[src/sv/cdad_pkg.sv]
// Package for the date-advance block: microcode ROM, step types and calendar helpers.
`timescale 1ns / 1ps
package cdad_pkg;

    localparam int PC_W = 3;
    typedef logic [PC_W-1:0] pc_t;

    typedef enum logic [2:0] {
        OP_LOAD,
        OP_MOD,
        OP_SUM,
        OP_YEAR,
        OP_MONTH,
        OP_EMIT
    } op_t;

    typedef enum logic [2:0] {
        CD_IN_VALID,
        CD_K_ZERO,
        CD_SUM_DONE,
        CD_YEAR_DONE,
        CD_MONTH_DONE,
        CD_OUT_FREE
    } cond_t;

    typedef struct packed {
        op_t   op;
        cond_t cond;
        pc_t   target;
    } uword_t;

    localparam pc_t PC_IDLE  = 3'd0;
    localparam pc_t PC_MOD   = 3'd1;
    localparam pc_t PC_SUM   = 3'd2;
    localparam pc_t PC_YEAR  = 3'd3;
    localparam pc_t PC_MONTH = 3'd4;
    localparam pc_t PC_EMIT  = 3'd5;

    localparam int YEAR_W   = 14;
    localparam int YWALK_W  = 15;
    localparam int REM_W    = 16;
    localparam int R400_W   = 9;
    localparam int CYCLE    = 400;
    localparam int K_TOP    = 5;
    localparam int LAST_MON = 12;

    // a step loops on itself until its condition holds, then jumps
    function automatic uword_t ucode_rd(input pc_t pc);
        uword_t w;
        unique case (pc)
            PC_IDLE:  w = '{op: OP_LOAD,  cond: CD_IN_VALID,   target: PC_MOD};
            PC_MOD:   w = '{op: OP_MOD,   cond: CD_K_ZERO,     target: PC_SUM};
            PC_SUM:   w = '{op: OP_SUM,   cond: CD_SUM_DONE,   target: PC_YEAR};
            PC_YEAR:  w = '{op: OP_YEAR,  cond: CD_YEAR_DONE,  target: PC_MONTH};
            PC_MONTH: w = '{op: OP_MONTH, cond: CD_MONTH_DONE, target: PC_EMIT};
            PC_EMIT:  w = '{op: OP_EMIT,  cond: CD_OUT_FREE,   target: PC_IDLE};
            default:  w = '{op: OP_LOAD,  cond: CD_IN_VALID,   target: PC_IDLE};
        endcase
        return w;
    endfunction

    // leap test on year mod 400
    function automatic logic is_leap(input logic [R400_W-1:0] r);
        return (r[1:0] == 2'd0) &&
               (r != R400_W'(100)) && (r != R400_W'(200)) && (r != R400_W'(300));
    endfunction

    function automatic logic [4:0] month_len(input logic [3:0] m, input logic leap);
        logic [4:0] len;
        case (m) inside
            4'd1, 4'd3, 4'd5, 4'd7, 4'd8, 4'd10, 4'd12: len = 5'd31;
            4'd4, 4'd6, 4'd9, 4'd11:                    len = 5'd30;
            4'd2:    len = leap ? 5'd29 : 5'd28;
            default: len = 5'd0;
        endcase
        return len;
    endfunction

endpackage

[src/sv/calendar_date_add_days.sv]
// Date advance: start date plus a day count gives a later Gregorian date.
// Usage:
//   Input beat (s_valid/s_ready): s_start_day, s_start_month, s_start_year,
//   s_days_to_add. Result beat (m_valid/m_ready): m_result_day,
//   m_result_month, m_result_year, one per input beat.
//   A small microcode ROM steps one datapath through: load, year mod 400,
//   month-length sum over the preceding months, year walk (a whole year at
//   a time), month walk (a whole month at a time), emit.
//   One item is in work at a time; s_ready is high only in the load step,
//   so the next item is taken as soon as the result sits in the output
//   register, even while the receiver still holds it.
//   Reset (aresetn low, synchronous) returns to the load step and drops
//   m_valid. When the receiver stalls, the result holds and the block waits
//   in its emit step until the output register is free.
`timescale 1ns / 1ps
module calendar_date_add_days (
    input  logic        aclk,
    input  logic        aresetn,
    input  logic        s_valid,
    output logic        s_ready,
    input  logic [4:0]  s_start_day,
    input  logic [3:0]  s_start_month,
    input  logic [13:0] s_start_year,
    input  logic [14:0] s_days_to_add,
    output logic        m_valid,
    input  logic        m_ready,
    output logic [4:0]  m_result_day,
    output logic [3:0]  m_result_month,
    output logic [13:0] m_result_year
);
    import cdad_pkg::*;

    pc_t                pc_reg, pc_next;
    logic               m_valid_reg, m_valid_next;
    logic [REM_W-1:0]   rem_reg, rem_next;
    logic [3:0]         month_reg, month_next;
    logic [3:0]         mcnt_reg, mcnt_next;
    logic [YWALK_W-1:0] year_reg, year_next;
    logic [YEAR_W-1:0]  mod_reg, mod_next;
    logic [2:0]         k_reg, k_next;
    logic [4:0]         day_out_reg, day_out_next;
    logic [3:0]         mon_out_reg, mon_out_next;
    logic [YEAR_W-1:0]  year_out_reg, year_out_next;

    uword_t             uw;
    logic               go;
    logic               leap;
    logic [4:0]         mlen;
    logic [8:0]         ylen;
    logic [YWALK_W-1:0] mod_sub;

    always_ff @(posedge aclk) begin
        if (!aresetn) begin
            pc_reg      <= PC_IDLE;
            m_valid_reg <= 1'b0;
        end else begin
            pc_reg      <= pc_next;
            m_valid_reg <= m_valid_next;
        end
    end

    always_ff @(posedge aclk) begin
        rem_reg      <= rem_next;
        month_reg    <= month_next;
        mcnt_reg     <= mcnt_next;
        year_reg     <= year_next;
        mod_reg      <= mod_next;
        k_reg        <= k_next;
        day_out_reg  <= day_out_next;
        mon_out_reg  <= mon_out_next;
        year_out_reg <= year_out_next;
    end

    always_comb begin
        uw      = ucode_rd(pc_reg);
        leap    = is_leap(mod_reg[R400_W-1:0]);
        mlen    = month_len(mcnt_reg, leap);
        ylen    = leap ? 9'd366 : 9'd365;
        mod_sub = YWALK_W'(CYCLE) << k_reg;

        unique case (uw.cond)
            CD_IN_VALID:   go = s_valid;
            CD_K_ZERO:     go = (k_reg == 3'd0);
            CD_SUM_DONE:   go = (mcnt_reg >= month_reg);
            CD_YEAR_DONE:  go = (rem_reg <= REM_W'(ylen));
            CD_MONTH_DONE: go = (mcnt_reg == 4'(LAST_MON)) || (rem_reg <= REM_W'(mlen));
            CD_OUT_FREE:   go = !m_valid_reg || m_ready;
            default:       go = 1'b0;
        endcase
        pc_next = go ? uw.target : pc_reg;

        rem_next      = rem_reg;
        month_next    = month_reg;
        mcnt_next     = mcnt_reg;
        year_next     = year_reg;
        mod_next      = mod_reg;
        k_next        = k_reg;
        day_out_next  = day_out_reg;
        mon_out_next  = mon_out_reg;
        year_out_next = year_out_reg;
        m_valid_next  = m_valid_reg && !m_ready;

        unique case (uw.op)
            OP_LOAD: begin
                if (s_valid) begin
                    rem_next   = REM_W'(s_start_day) + REM_W'(s_days_to_add);
                    month_next = s_start_month;
                    mcnt_next  = 4'd1;
                    year_next  = YWALK_W'(s_start_year);
                    mod_next   = s_start_year;
                    k_next     = 3'(K_TOP);
                end
            end
            OP_MOD: begin
                if (YWALK_W'(mod_reg) >= mod_sub) begin
                    mod_next = YEAR_W'(YWALK_W'(mod_reg) - mod_sub);
                end
                k_next = k_reg - 3'd1;
            end
            OP_SUM: begin
                if (go) begin
                    mcnt_next = 4'd1;
                end else begin
                    rem_next  = rem_reg + REM_W'(mlen);
                    mcnt_next = mcnt_reg + 4'd1;
                end
            end
            OP_YEAR: begin
                if (!go) begin
                    rem_next  = rem_reg - REM_W'(ylen);
                    year_next = year_reg + YWALK_W'(1);
                    mod_next  = (mod_reg == YEAR_W'(CYCLE - 1)) ? '0 : mod_reg + YEAR_W'(1);
                end
            end
            OP_MONTH: begin
                if (!go) begin
                    rem_next  = rem_reg - REM_W'(mlen);
                    mcnt_next = mcnt_reg + 4'd1;
                end
            end
            OP_EMIT: begin
                if (go) begin
                    day_out_next  = rem_reg[4:0];
                    mon_out_next  = mcnt_reg;
                    year_out_next = year_reg[YEAR_W-1:0];
                    m_valid_next  = 1'b1;
                end
            end
            default: ;
        endcase
    end

    assign s_ready        = (uw.op == OP_LOAD);
    assign m_valid        = m_valid_reg;
    assign m_result_day   = day_out_reg;
    assign m_result_month = mon_out_reg;
    assign m_result_year  = year_out_reg;

endmodule

[config.mk]
export PLATFORM = sky130hd
export DESIGN_NAME = calendar_date_add_days
export DESIGN_NICKNAME = d
export VERILOG_FILES = /design/src/sv/cdad_pkg.sv /design/src/sv/calendar_date_add_days.sv
export SDC_FILE = /design/constraint.sdc
export NUM_CORES = 1
export LEC_CHECK = 0
export BUFFER_PORTS_ARGS = -buffer_cell sky130_fd_sc_hd__buf_4
export CAP_MARGIN = 20
export CORE_MARGIN = 1.5
export CORE_UTILIZATION = 35
export DETAILED_ROUTE_END_ITERATION = 8
export GPL_TIMING_DRIVEN = 0
export HOLD_SLACK_MARGIN = 0.12
export PLACE_DENSITY_LB_ADDON = 0.08
export SYNTH_ARGS = -nofsm -noshare
export SYNTH_HDL_FRONTEND = slang
export SYNTH_SLANG_ARGS = --single-unit
export TNS_END_PERCENT = 10
[constraint.sdc]
create_clock -name aclk -period 4.69 [get_ports aclk]
set_input_delay 0.938 -clock aclk [delete_from_list [all_inputs] [get_ports aclk]]
set_output_delay 0.938 -clock aclk [all_outputs]
set_load 0.02 [all_outputs]
==> Word-level counts from Yosys, hierarchy flattened <==
Cells that the tools add are included.
{ "totals": {"mem_bits_rw": 0, "register_bits": 83, "out_inout_bits": 25, "latchBits": 0, "word_cells": 116, "rom_bits": 0, "memories": 0} }
{ "op_classes": {"n_eq_ne": 36, "n_reduce_logical": 27, "n_mul": 0, "n_bitwise": 0, "muxes": 28, "shifts": 1, "div_mod_pow": 0, "n_lt_le_gt_ge": 4, "n_addsub": 9} }
{ "ops": {"columns": ["operator", "n"], "rows": [
  ["two-way mux 16 bit", 4],
  ["case mux 16 bit (4 select lines)", 1],
  ["two-way mux 14 bit", 4],
  ["case mux 9 bit (6 select lines)", 1],
  ["case mux 14 bit (3 select lines)", 1],
  ["two-way mux 15 bit", 2],
  ["case mux 15 bit (2 select lines)", 1],
  ["== test 4 bit (second input constant)", 5],
  ["== test 3 x 2 -> 1 bit (second input constant)", 6],
  ["== test 3 bit (second input constant)", 6],
  ["adder 16 x 5 -> 16 bit", 1],
  ["adder 5 x 15 -> 16 bit", 1],
  ["== test 4 x 3 -> 1 bit (second input constant)", 4],
  ["less-or-equal comparator 16 x 5 -> 1 bit", 1],
  ["less-or-equal comparator 16 x 9 -> 1 bit", 1],
  ["subtractor 16 x 5 -> 16 bit", 1],
  ["subtractor 16 x 9 -> 16 bit", 1],
  ["adder 15 x 1 -> 15 bit (second input constant)", 1],
  ["greater-or-equal comparator 14 x 15 -> 1 bit", 1],
  ["two-way mux 5 bit", 3],
  ["<< shifter 9 x 3 -> 15 bit (first input constant)", 1],
  ["adder 14 x 1 -> 14 bit (second input constant)", 1],
  ["== test 14 x 9 -> 1 bit (second input constant)", 1],
  ["subtractor 14 bit", 1],
  ["31 further kinds", 55]
]} }

==> Logic depth before layout (Yosys ltp) <==
{ "depth": {"depth_word": 13, "depth_mapped": 16, "mapped_depth_nobuf": 15} }

==> Worst setup path after synthesis <==
No wires, ideal clock.
{ "synth_timing": {"kind": "reg-to-reg", "start": "register k_reg[1]", "end": "register mod_reg[0], enable pin", "setup_time_ns": 0.407, "stages_incl_launch_ff": 10, "t_arrival_ns": 3.462, "slack_ns": 0.820, "n_path_buf": 0, "synth_period_minus_slack_ns": 3.870, "t_required_ns": 4.283, "path_cell_list": "edfxtp_1 inv_1 ha_1 or2_2 ha_1 a21boi_0 o211ai_1 a31oi_1 o21ai_0 a211oi_1"} }
{ "synth_between": {"elab_chain_cells": 4, "elab_cells_between_ends": 7} }
{ "synth_lines": {"columns": ["item", "line", "source"], "rows": [
  ["start, declared", "calendar_date_add_days.sv:40", "logic [2:0] k_reg, k_next;"],
  ["start signal, assigned", "calendar_date_add_days.sv:68", "k_reg <= k_next;"],
  ["<< shifter 9 x 3 -> 15 bit or logical NOT 3 bit (tied branches)", "calendar_date_add_days.sv:79, calendar_date_add_days.sv:83", null],
  ["greater-or-equal comparator 14 x 15 -> 1 bit or case mux 1 bit (6 select lines) (tied branches)", "calendar_date_add_days.sv:115, calendar_date_add_days.sv:81", null],
  ["inequality test 2 bit (no source line)", null, null],
  ["AND reduction 4 bit (no source line) (*)", null, null],
  ["end signal, assigned", "calendar_date_add_days.sv:67", "mod_reg <= mod_next;"],
  ["end, declared", "calendar_date_add_days.sv:39", "logic [YEAR_W-1:0] mod_reg, mod_next;"]
]} }
Mark *: on every way between the ends. The rest lies on a longest branch, timed or not.
A chain may end at the register's enable or synchronous reset.

==> Worst setup path in the final report <==
{ "layout_timing": {"start": "register mod_reg[7]", "end": "register rem_reg[9], enable pin"} }
{ "layout_between": {"elab_chain_cells": 13, "elab_cells_between_ends": 19} }
{ "layout_lines": {"columns": ["item", "line", "source"], "rows": [
  ["inequality test 9 x 7 -> 1 bit", "cdad_pkg.sv:65", "(r != R400_W'(100)) && (r != R400_W'(200)) && (r != R400_W'(300));"],
  ["logical AND 1 bit", "cdad_pkg.sv:64", "return (r[1:0] == 2'd0) &&"],
  ["logical AND 1 bit", "cdad_pkg.sv:65", null],
  ["logical AND 1 bit (*)", "cdad_pkg.sv:65", null],
  ["two-way mux 1 bit", "cdad_pkg.sv:73", "4'd2: len = leap ? 5'd29 : 5'd28;"],
  ["two-way mux 5 bit (3 in series)", "cdad_pkg.sv:70", "case (m) inside"],
  ["less-or-equal comparator 16 x 5 -> 1 bit", "calendar_date_add_days.sv:86", "CD_MONTH_DONE: go = (mcnt_reg == 4'(LAST_MON)) || (rem_reg <= REM_W'(mlen));"],
  ["logical OR 1 bit", "calendar_date_add_days.sv:86", null],
  ["case mux 1 bit (6 select lines) (*)", "calendar_date_add_days.sv:81", "unique case (uw.cond)"],
  ["inequality test 2 bit (no source line)", null, null],
  ["AND reduction 5 bit (no source line) (*)", null, null],
  ["end signal, assigned", "calendar_date_add_days.sv:63", "rem_reg <= rem_next;"],
  ["end, declared", "calendar_date_add_days.sv:35", "logic [REM_W-1:0] rem_reg, rem_next;"]
]} }
Marked as above.

==> metrics.txt <==
status complete, no violations; Hold/Removal Path Class flop to flop; Clock power frac 22.8%; Post-Syn Instances 676; post-route antenna net violation count 0; Final setup viols 0; TritonCTS buffer count 9; DR vias 5528; register area share after synthesis between 30% and 40%; CTS Sinks 82; final wirelength between 15 and 20 mm; Worst Tran Pin Value 882 ps; total gr overflow 0; FP Rows 48; First-pass DRT Iterations 7; Area Growth Syn to Fin 18.4%; clk slew on worst S/H paths ~70 ps; FMAX approximately 230 MHz; synthesized area per cell 9.24 µm²; Fin Hold WS around 490 ps; fin crit period 4330 ps; GP Congestion 0.867; largest family of logic cells by synthesized area compound AO/OA/AOI/OAI gates; Cell variety after synth a little under 70; Initial DRC Count 539; r2r setup slk 360 ps; htree depth 3; clock insertion delay at the later pin of the skew report 350 ps; max reg flops 16; Core Util, Final 42.6%; Simple-Gate Fraction of Synth Area 19.4%; most numerous cell in the Yosys netlist nand2_1; number of buffers inserted by port buffering 66; share of the synthesized area in the top cell type 37.5%; CTS tree built; Post-Synth Adder-Cell Area between 10% and 20%; max-cap viol count 0; Ports 67; internal power 1.93 mW; largest net degree at the start of global routing 17; first-pass GRT wire length 28.3 mm; vias per cell 5.59; Setup Slack @ Placement -138 ps; Post-synth top cells 84 x nand2_1, 78 x edfxtp_1, 50 x nor2_1; YS warnings 0; dpl cells 971; number of synthesized flops with an enable pin 78; Seq pwr share approximately a third; share of cells above drive strength 1 13.7%; prevailing post-synth register cell edfxtp_1; Core Region 17400 µm²; Synth Area in Compound Gates roughly a fifth; Final Hold Viols 0; ant diodes 0; # DRC 0; Worst Path Max Fanout 16; Die Y-Extent 137 µm; nets 850; logic gate share of total power 42.4%; crit start category flop; final std cells w/o fill ~990; multiplexer area fraction after synthesis less than 1%; critical path endpoint category flop; die area 18600 µm²; async set or reset register ratio after synthesis 0%; Psw 1.32 mW; Hold Buf Count CTS 0; Root Buffer clkbuf_16; Clock Path Buffers 2; worst path required time 4680 ps; dominant cell type by area after synthesis edfxtp_1; Area contributors post-synth edfxtp_1 38%, ha_1 9.0%, nand2_1 5.1%; HPWL Detailed 14.0 mm; Setup WS post-layout 358 ps; unrepaired setup endpoints after global routing false; Final Max Slew Viols 0; flops & latches, synth 82; Post-Syn Area 6240 µm²; Starting Density a little over a third; Sw Ratio approximately two fifths; Synthesized Nets 767; PwrDens ~440 nW/µm²; critical path type flop to flop; maximum vdd drop 0.000227 V; Avg WL per Cell ~18 µm; DIE WIDTH 137 µm; initial antenna violation count 0; Pwr Total 3.25 mW; Synth Area in XOR/XNOR 7.01%; Relative slew margins 40.7%; CP arrival 4330 ps; Final Skew between 10 and 15 ps; leakage power 2.87 nW; Total Routing Usage GR 19.9%; period utilization 92.4%; vias in the first global route 5158
[cells by family (layout without fill, tap and decap cells)]
kind of cell | count (synthesis) | after routing
simple gates | 246 | 246
compound gates | 180 | 180
flops | 82 | 82
buf+inv | 66 | 154
xor+xnor | 50 | 50
fa+ha+maj | 49 | 49
mux | 3 | 3
[worst max-delay path: stages, from the launching register on]
cell and delay [ps]:
edfxtp_1 360, clkbuf_1 330, nand3b_1 150, o21ai_0 210, nand3_1 100, o211ai_1 110
buf_4 170, o211a_1 150, a21oi_1 70, ha_1 250, fa_1 420, nor2_1 210
o311a_1 340, o21ai_0 130, a32oi_1 350, a31o_2 210, a21o_2 380
[power by group through the flow]
| stage | logic, mW | clock network [mW] | registers [mW] |
|---|---|---|---|
| after CTS | 1.35 | 0.749 | 1.13 |
| after global routing | 1.54 | 0.771 | 1.15 |
| after detailed placement | 1.34 | 0 | 1.15 |
| after global placement | 1.30 | 0 | 1.15 |
| final | 1.38 | 0.740 | 1.13 |
| after floorplan | 0.974 | 0 | 1.09 |
[worst paths after layout]
kind                             to  depth (start not counted)          from
hold / removal    m_result_year[13]                          0  year_reg[13]
setup / recovery         rem_reg[9]                         16    mod_reg[7]
hold reg to reg   m_result_year[13]                          0  year_reg[13]
setup reg to reg         rem_reg[9]                         16    mod_reg[7]
[what timing repair did]
| action | CTS | global route |
|---|---|---|
| endpoints found under the hold margin | 0 | 0 |
| buffers inserted | 0 | 2 |
| pin swaps | 0 | 1 |
| gates resized for setup | 1 | 2 |
| setup endpoints to repair | 16 | 26 |
[metrics by stage]
stage,area (µm²),TNS [ps]
floorplan,6240,0
global placement,7020,-6000
detailed placement,7070,-2190
CTS,7370,0
global route,7390,0
finish,7390,0
[routing by layer]
metal,share of wire (%),GRT usage [%],up-vias
met5,0,0,-
met4,0.80,4.55,0
met3,6.3,3.74,13
met2,44,29.8,193
met1,49,29.4,2639
li1,-,-,2683
[layout make-up]
type | count | area, µm²
Multi-Input combinational cell | 528 | 3580
Clock buffer | 10 | 229
Fill cell | 1735 | 9970
Timing Repair Buffer | 72 | 544
Sequential cell | 82 | 2420
Inverter | 37 | 139
Clock inverter | 6 | 72.6
Buffer | 29 | 116
Tap cell | 225 | 282
[cells in the final DEF, fill, tap and decap left out, drive strengths merged, types with 28 or more instances in the layout]
cell type	n
nor2	50
nand2	84
xor2	31
a21oi	28
edfxtp	78
clkbuf	36
inv	39
buf	75
ha	45
o21ai	46
Note: power is estimated with default switching activity, not from simulation.
